### config.mk
export PLATFORM = sky130hd
export DESIGN_NAME = byte_pipe_with_endpoint_refs
export DESIGN_NICKNAME = d
export VERILOG_FILES = /design/src/rtl/bpr_pkg.sv /design/src/rtl/bpr_ctrl.sv /design/src/rtl/bpr_datapath.sv /design/src/rtl/byte_pipe_with_endpoint_refs.sv
export SDC_FILE = /design/constraint.sdc
export NUM_CORES = 2
export LEC_CHECK = 0
export ABC_AREA = 1
export BUFFER_PORTS_ARGS = -buffer_cell sky130_fd_sc_hd__buf_2
export CAP_MARGIN = 20
export CELL_PAD_IN_SITES_DETAIL_PLACEMENT = 0
export CELL_PAD_IN_SITES_GLOBAL_PLACEMENT = 1
export CORE_ASPECT_RATIO = 1.5
export CORE_MARGIN = 2
export CORE_UTILIZATION = 25
export CTS_BUF_LIST = sky130_fd_sc_hd__clkbuf_8
export DETAILED_ROUTE_END_ITERATION = 10
export GPL_TIMING_DRIVEN = 0
export PLACE_DENSITY_LB_ADDON = 0.1
export SLEW_MARGIN = 20
export SYNTH_ARGS = -nofsm -noshare
export SYNTH_HDL_FRONTEND = slang
export SYNTH_SLANG_ARGS = --single-unit
### constraint.sdc
create_clock -name clk -period 3.8 [get_ports clk]
set_input_delay 0.19 -clock clk [delete_from_list [all_inputs] [get_ports clk]]
set_output_delay 0.19 -clock clk [all_outputs]
set_load 0.02 [all_outputs]
### src/rtl/bpr_pkg.sv
// Shared types and constants for the byte pipe.
// No dependencies.
package bpr_pkg;

  localparam int PIPE_DEPTH        = 512;
  localparam int MAX_ENDPOINT_REFS = 255;

  localparam int PTR_W  = $clog2(PIPE_DEPTH);
  localparam int FILL_W = $clog2(PIPE_DEPTH + 1);
  localparam int REF_W  = $clog2(MAX_ENDPOINT_REFS + 1);

  localparam logic [PTR_W-1:0]  PTR_LAST  = PTR_W'(PIPE_DEPTH - 1);
  localparam logic [FILL_W-1:0] FILL_FULL = FILL_W'(PIPE_DEPTH);
  localparam logic [REF_W-1:0]  REF_MAX   = REF_W'(MAX_ENDPOINT_REFS);

  typedef enum logic [2:0] {
    OP_CREATE    = 3'd0,
    OP_READ      = 3'd1,
    OP_WRITE     = 3'd2,
    OP_RETAIN_RD = 3'd3,
    OP_RETAIN_WR = 3'd4,
    OP_CLOSE_RD  = 3'd5,
    OP_CLOSE_WR  = 3'd6,
    OP_NONE      = 3'd7
  } op_t;

  typedef enum logic [2:0] {
    ST_OK     = 3'd0,
    ST_EMPTY  = 3'd1,
    ST_EOS    = 3'd2,
    ST_FULL   = 3'd3,
    ST_BROKEN = 3'd4
  } status_t;

  // Controller to datapath commands.
  typedef struct packed {
    logic take;   // input beat accepted this cycle
  } cmd_t;

endpackage

### src/rtl/bpr_ctrl.sv
// Handshake controller for the byte pipe: tracks whether a result beat is held.
// Depends on bpr_pkg.
module bpr_ctrl (
  input  logic          clk,
  input  logic          rst,
  input  logic          in_valid,
  output logic          in_stall,
  output logic          out_valid,
  input  logic          out_stall,
  output bpr_pkg::cmd_t cmd
);
  import bpr_pkg::*;

  typedef enum logic {
    S_EMPTY,
    S_HOLD
  } state_t;

  state_t state;
  logic   take;

  // Accept a new beat whenever the result slot is free or drains this cycle.
  assign in_stall  = (state == S_HOLD) && out_stall;
  assign take      = in_valid && !in_stall;
  assign out_valid = (state == S_HOLD);
  assign cmd.take  = take;

  always_ff @(posedge clk) begin
    if (rst) begin
      state <= S_EMPTY;
    end else begin
      case (state)
        S_EMPTY: begin
          if (take) state <= S_HOLD;
        end
        S_HOLD: begin
          if (!out_stall && !take) state <= S_EMPTY;
        end
        default: state <= S_EMPTY;
      endcase
    end
  end

endmodule

### src/rtl/bpr_datapath.sv
// Byte pipe datapath: ring buffer memory, pointers, fill and endpoint counts,
// and the result register. Depends on bpr_pkg.
module bpr_datapath (
  input  logic                      clk,
  input  logic                      rst,
  input  bpr_pkg::cmd_t             cmd,
  input  logic [2:0]                operation,
  input  logic [7:0]                write_byte,
  input  logic                      burst_last,
  output logic [7:0]                read_byte,
  output logic [2:0]                status,
  output logic [bpr_pkg::FILL_W-1:0] fill_level,
  output logic                      released,
  output logic                      last_echo
);
  import bpr_pkg::*;

  logic [7:0]        mem [PIPE_DEPTH];
  logic [7:0]        mem_q;

  logic [PTR_W-1:0]  read_pointer, read_pointer_next;
  logic [PTR_W-1:0]  write_pointer, write_pointer_next;
  logic [FILL_W-1:0] byte_count, byte_count_next;
  logic [REF_W-1:0]  reader_count, reader_count_next;
  logic [REF_W-1:0]  writer_count, writer_count_next;

  status_t           stat_next;
  status_t           stat_q;
  logic              rd_ok, rd_ok_q;
  logic              wr_en;
  logic              live;
  logic              fill_q_rel;
  logic [FILL_W-1:0] fill_q;
  logic              last_q;

  assign live = (reader_count != '0) || (writer_count != '0);

  always_comb begin
    read_pointer_next  = read_pointer;
    write_pointer_next = write_pointer;
    byte_count_next    = byte_count;
    reader_count_next  = reader_count;
    writer_count_next  = writer_count;
    stat_next          = ST_OK;
    rd_ok              = 1'b0;
    wr_en              = 1'b0;
    case (op_t'(operation))
      OP_CREATE: begin
        read_pointer_next  = '0;
        write_pointer_next = '0;
        byte_count_next    = '0;
        reader_count_next  = REF_W'(1);
        writer_count_next  = REF_W'(1);
      end
      OP_READ: begin
        if (byte_count != '0) begin
          rd_ok             = 1'b1;
          read_pointer_next = (read_pointer == PTR_LAST) ? '0 : read_pointer + PTR_W'(1);
          byte_count_next   = byte_count - FILL_W'(1);
        end else begin
          stat_next = (writer_count == '0) ? ST_EOS : ST_EMPTY;
        end
      end
      OP_WRITE: begin
        if (reader_count == '0) begin
          stat_next = ST_BROKEN;
        end else if (byte_count >= FILL_FULL) begin
          stat_next = ST_FULL;
        end else begin
          wr_en              = 1'b1;
          write_pointer_next = (write_pointer == PTR_LAST) ? '0 : write_pointer + PTR_W'(1);
          byte_count_next    = byte_count + FILL_W'(1);
        end
      end
      OP_RETAIN_RD: begin
        if (live && reader_count < REF_MAX) reader_count_next = reader_count + REF_W'(1);
      end
      OP_RETAIN_WR: begin
        if (live && writer_count < REF_MAX) writer_count_next = writer_count + REF_W'(1);
      end
      OP_CLOSE_RD, OP_CLOSE_WR: begin
        if (operation == OP_CLOSE_RD) begin
          if (reader_count != '0) reader_count_next = reader_count - REF_W'(1);
        end else begin
          if (writer_count != '0) writer_count_next = writer_count - REF_W'(1);
        end
        // Release: drop all buffered bytes.
        if (reader_count_next == '0 && writer_count_next == '0) begin
          read_pointer_next  = '0;
          write_pointer_next = '0;
          byte_count_next    = '0;
        end
      end
      default: ;
    endcase
  end

  // Buffer memory with registered read at the current read pointer.
  always_ff @(posedge clk) begin
    if (cmd.take && wr_en) mem[write_pointer] <= write_byte;
    if (cmd.take) mem_q <= mem[read_pointer];
  end

  always_ff @(posedge clk) begin
    if (rst) begin
      read_pointer  <= '0;
      write_pointer <= '0;
      byte_count    <= '0;
      reader_count  <= REF_W'(1);
      writer_count  <= REF_W'(1);
    end else if (cmd.take) begin
      read_pointer  <= read_pointer_next;
      write_pointer <= write_pointer_next;
      byte_count    <= byte_count_next;
      reader_count  <= reader_count_next;
      writer_count  <= writer_count_next;
    end
  end

  // Result register: hold until the next accepted beat.
  always_ff @(posedge clk) begin
    if (cmd.take) begin
      stat_q     <= stat_next;
      rd_ok_q    <= rd_ok;
      fill_q     <= byte_count_next;
      fill_q_rel <= (reader_count_next == '0) && (writer_count_next == '0);
      last_q     <= burst_last;
    end
  end

  assign read_byte  = rd_ok_q ? mem_q : 8'd0;
  assign status     = stat_q;
  assign fill_level = fill_q;
  assign released   = fill_q_rel;
  assign last_echo  = last_q;

endmodule

### src/rtl/byte_pipe_with_endpoint_refs.sv
// Byte pipe top level: joins the handshake controller and the datapath.
// Depends on bpr_pkg, bpr_ctrl and bpr_datapath.
//
// Usage:
//   Input channel (in_valid/in_stall) carries one operation per beat:
//   create, read, write, retain or close of a reader or writer endpoint,
//   with write_byte for writes and burst_last echoed back unchanged.
//   Output channel (out_valid/out_stall) returns exactly one result beat
//   per input beat, in order: read_byte, status, fill_level, released and
//   last_echo.
// Timing:
//   A result appears in the cycle after its input beat is accepted. The block
//   takes one beat per cycle unless a result is stalled; the single result
//   register sets that rate; a new beat is taken as the held result drains.
//   The buffer memory is read through a registered port at the read pointer
//   on every accepted beat, so a write followed directly by a read sees it.
// Stall: while out_stall holds a result, in_stall is raised and nothing moves.
// Reset: pointers and fill count clear, both endpoint counts become one, and
//   no result is pending. Buffer contents are not cleared.
module byte_pipe_with_endpoint_refs (
  input  logic                       clk,
  input  logic                       rst,
  input  logic                       in_valid,
  output logic                       in_stall,
  input  logic [2:0]                 operation,
  input  logic [7:0]                 write_byte,
  input  logic                       burst_last,
  output logic                       out_valid,
  input  logic                       out_stall,
  output logic [7:0]                 read_byte,
  output logic [2:0]                 status,
  output logic [bpr_pkg::FILL_W-1:0] fill_level,
  output logic                       released,
  output logic                       last_echo
);
  import bpr_pkg::*;

  cmd_t cmd;

  bpr_ctrl u_ctrl (
    .clk       (clk),
    .rst       (rst),
    .in_valid  (in_valid),
    .in_stall  (in_stall),
    .out_valid (out_valid),
    .out_stall (out_stall),
    .cmd       (cmd)
  );

  bpr_datapath u_dp (
    .clk        (clk),
    .rst        (rst),
    .cmd        (cmd),
    .operation  (operation),
    .write_byte (write_byte),
    .burst_last (burst_last),
    .read_byte  (read_byte),
    .status     (status),
    .fill_level (fill_level),
    .released   (released),
    .last_echo  (last_echo)
  );

endmodule

==> flow_summary.ini <==
[status]
run_status = complete, but fails checks
violations = setup timing

[pwr]
seq_power_share_pct = 50.1
power.leakage_nw = 75.37
p_sw_share_pct = 29.28
ir_worst_vdd_uv = 297.1
fin_total_pwr_mw = 101.0
power_frac_comb_pct = 11.1
netSwitchingPower_mw = 29.58
internal_power_mw = 71.42
p_clk_share_pct = 38.8
power_density_mw_per_mm2 = 467.2

[global_route]
grt_pass1_wl_mm = 1452
grt_antenna_before_repair = 129
grt_max_degree = 108
grt_pass1_vias = 128000
grtUsageTotal_pct = 33.09
grt-ovfl-total = 0

[timing]
hold_violations = 0
max_freq_ghz = 0.2394
relSlewSlack_pct = 12.95
finalMaxSlewViolations = 0
setup_ws_ns = -0.3763
tightest_slew_ns = 1.306
finalSetupTns_ns = -3.163
grt_setup_unrepaired = yes
fin_worst_skew_ns = 0.08786
setup-violations-final = 39
post-route-period-util_pct = 109.9
finalCriticalPeriod_ns = 4.176

[logic_synthesis]
yosys_warnings = 0
synth_seq_cells = 4165
synth_nets = 14680
synth_top_area_share_pct = 72.65
synth_cells = 14650
synth.area.top_cells = edfxtp_1 (73%), nand3_1 (9.5%), nand2_1 (8.7%), nor2_1 (2.2%), o21ai_0 (1.7%)
yosysTopAreaCell = edfxtp_1
syn_avg_cell_area_sq_um = 11.63
synth_cell_type_count = 42
yosysSeqAreaShare_pct = 73.18
synth_area_sq_mm = 0.1703

[critical_path]
endpoint_kind = flop
arrival_ns = 5.21
cp_max_fo = 10
required_ns = 4.83
crit_type = flop to flop
start_kind = flop

[floorplan]
die_y_mm = 1.015
ios = 41
die_width_microns = 677.9
row_count = 371
start_util_pct = 25.06
core_sq_mm = 0.6796
die-area_sq_mm = 0.6879

[routing]
vias = 135900
vias_per_cell = 5.284
wl_mm = 1170
drtAntennaViolNets = 0
drc_errors = 0
wire_per_inst_microns = 45.47
drt-pass1-iter-count = 6
dr.first_iter.drc_count = 16440

[cts]
clk_latency_ns = 1.30
cts-root-buf = clkbuf_8
htree_levels = 6
cts.sinks = 4165
clock_path_buffers = 5
clk_pin_slew_ns = 0.06
cts-buffers-inserted = 719
cts_tree = yes

[min_path]
min_path_type = primary input to flop

[layout]
layout_commonest_cell = edfxtp_1
area_delta_synth_final_pct = 26.92
most-common-layout-cells = edfxtp_1 (4120), nand2_1 (3893), nand3_1 (3025), clkbuf_8 (762), o21ai_0 (553)
final_cell_area_sq_mm = 0.2161
drive_gt1_share_pct = 20.28
fin_nets = 16180

[job]
drv_cap = 0

[placement]
port_buffers = 40
place_area_sq_mm = 0.1947
gp_congestion = 1.020
hpwlAfterDp_mm = 875.1
## per-layer routing
metal	global-route usage, %	vias up	share of wire (%)
li1	-	55360	-
met1	34.35	69830	34
met2	55.18	7677	48
met3	6.489	3038	6.6
met4	33.00	22	12
met5	0	-	0.011
## path summary, 6_finish.rpt
path	slack (ns)	from	cells after the start	end
max reg2reg	-0.38	u_dp.read_pointer[1]	15	u_dp.mem_q[4]
min	0.02	write_byte[0]	2	u_dp.mem[129][0]
min reg2reg	0.54	u_dp.reader_count[0]	2	u_dp.reader_count[0]
max	-0.38	u_dp.read_pointer[1]	15	u_dp.mem_q[4]
## cell type report
cell class,instances,area (sq um)
multi-input cells,9272,45800
plain buffers,997,7014
well taps,8952,11200
flip-flops and latches,4165,124600
clock buffers,727,10010
fillers,69340,463400
repair buffers,787,13920
diodes,89,222.7
clock inverters,528,2530
inverters,210,820.8
## power groups by stage
stage	Sequential [mW]	Combinational, mW	Clock [mW]
3_3_place_gp	52.1	9.55	0
4_1_cts	50.6	10.7	39.5
2_1_floorplan	51.6	3.17	0
3_5_place_dp	51.5	10.2	0
6_report	50.6	11.2	39.2
5_1_grt	50.6	11.2	41.1
## critical path, cell delays in order, from the launching register on
cell and delay (ns):
dfxtp_4 0.44, buf_4 0.28, buf_6 0.26, buf_4 0.28, buf_2 0.56, nand3_1 0.22
nand3_1 0.13, nand3_2 0.18, nand3_1 0.23, nand2_2 0.13, nand2_1 0.10, nand3_2 0.30
nand2_2 0.27, nor2_1 0.11, nor2_1 0.21, nor2_4 0.12
## metrics by stage
| stage | cells | hold WS (ns) | worst slack, ns | utilization [%] |
|---|---|---|---|---|
| final | 25730 | 0.02315 | -0.3763 | 31.81 |
| after global routing | 25660 | 0.02190 | -0.1003 | 31.78 |
| after CTS | 25550 | 0.001262 | -0.3161 | 31.37 |
| after detailed placement | 24170 | 0.3696 | -3.156 | 28.66 |
| after global placement | 23640 | 0.3676 | -7.988 | 26.74 |
| after floorplan | 14650 | 0.2889 | 0.6989 | - |
## state kept, by name, summed over array words and instances (netlist names), 3 cells and up
register / flops
u_dp.mem: 4096
u_dp.read_pointer: 9
u_dp.fill_level: 10
u_dp.write_pointer: 9
u_dp.writer_count: 8
u_dp.status: 3
u_dp.reader_count: 8
u_dp.byte_count: 10
u_dp.mem_q: 8
## repair_timing
action | CTS | global route
endpoints found under the hold margin | 1802 | 14
buffers inserted | 99 | 81
pin swaps | 80 | 77
resized for setup | 1189 | 570
hold buffers | 30 | 2
gates cloned | 0 | 2
setup endpoints to repair | 4079 | 1032
## Yosys cell counts, drive strengths merged
library cell,n
inv,197
a21oi,176
nor3,30
a32oi,2
ha,13
nor4,4
xor2,17
o21ai,567
nand3,3218
buf,363
nor3b,1
clkinv,13
fa,1
clkbuf,637
o2111ai,1
dfxtp,45
a21boi,1
and2,1
a211oi,1
o31ai,1
nand2,3966
edfxtp,4120
nand4,16
nor2,1049
xnor2,3
o211ai,9
nand3b,1
o22ai,193
a32o,1
## cells by family after synthesis
family | after synthesis | synth area share [%]
xor gates and xnor gates | 20 | 0.1029
adders and majority gates | 14 | 0.1073
DFF | 4165 | 73.18
and+or+nand+nor | 8286 | 20.80
buffers and inverters | 1210 | 2.841
AOI/OAI and AO/OA | 952 | 2.967
No activity file was read; power rests on OpenSTA's default activity.
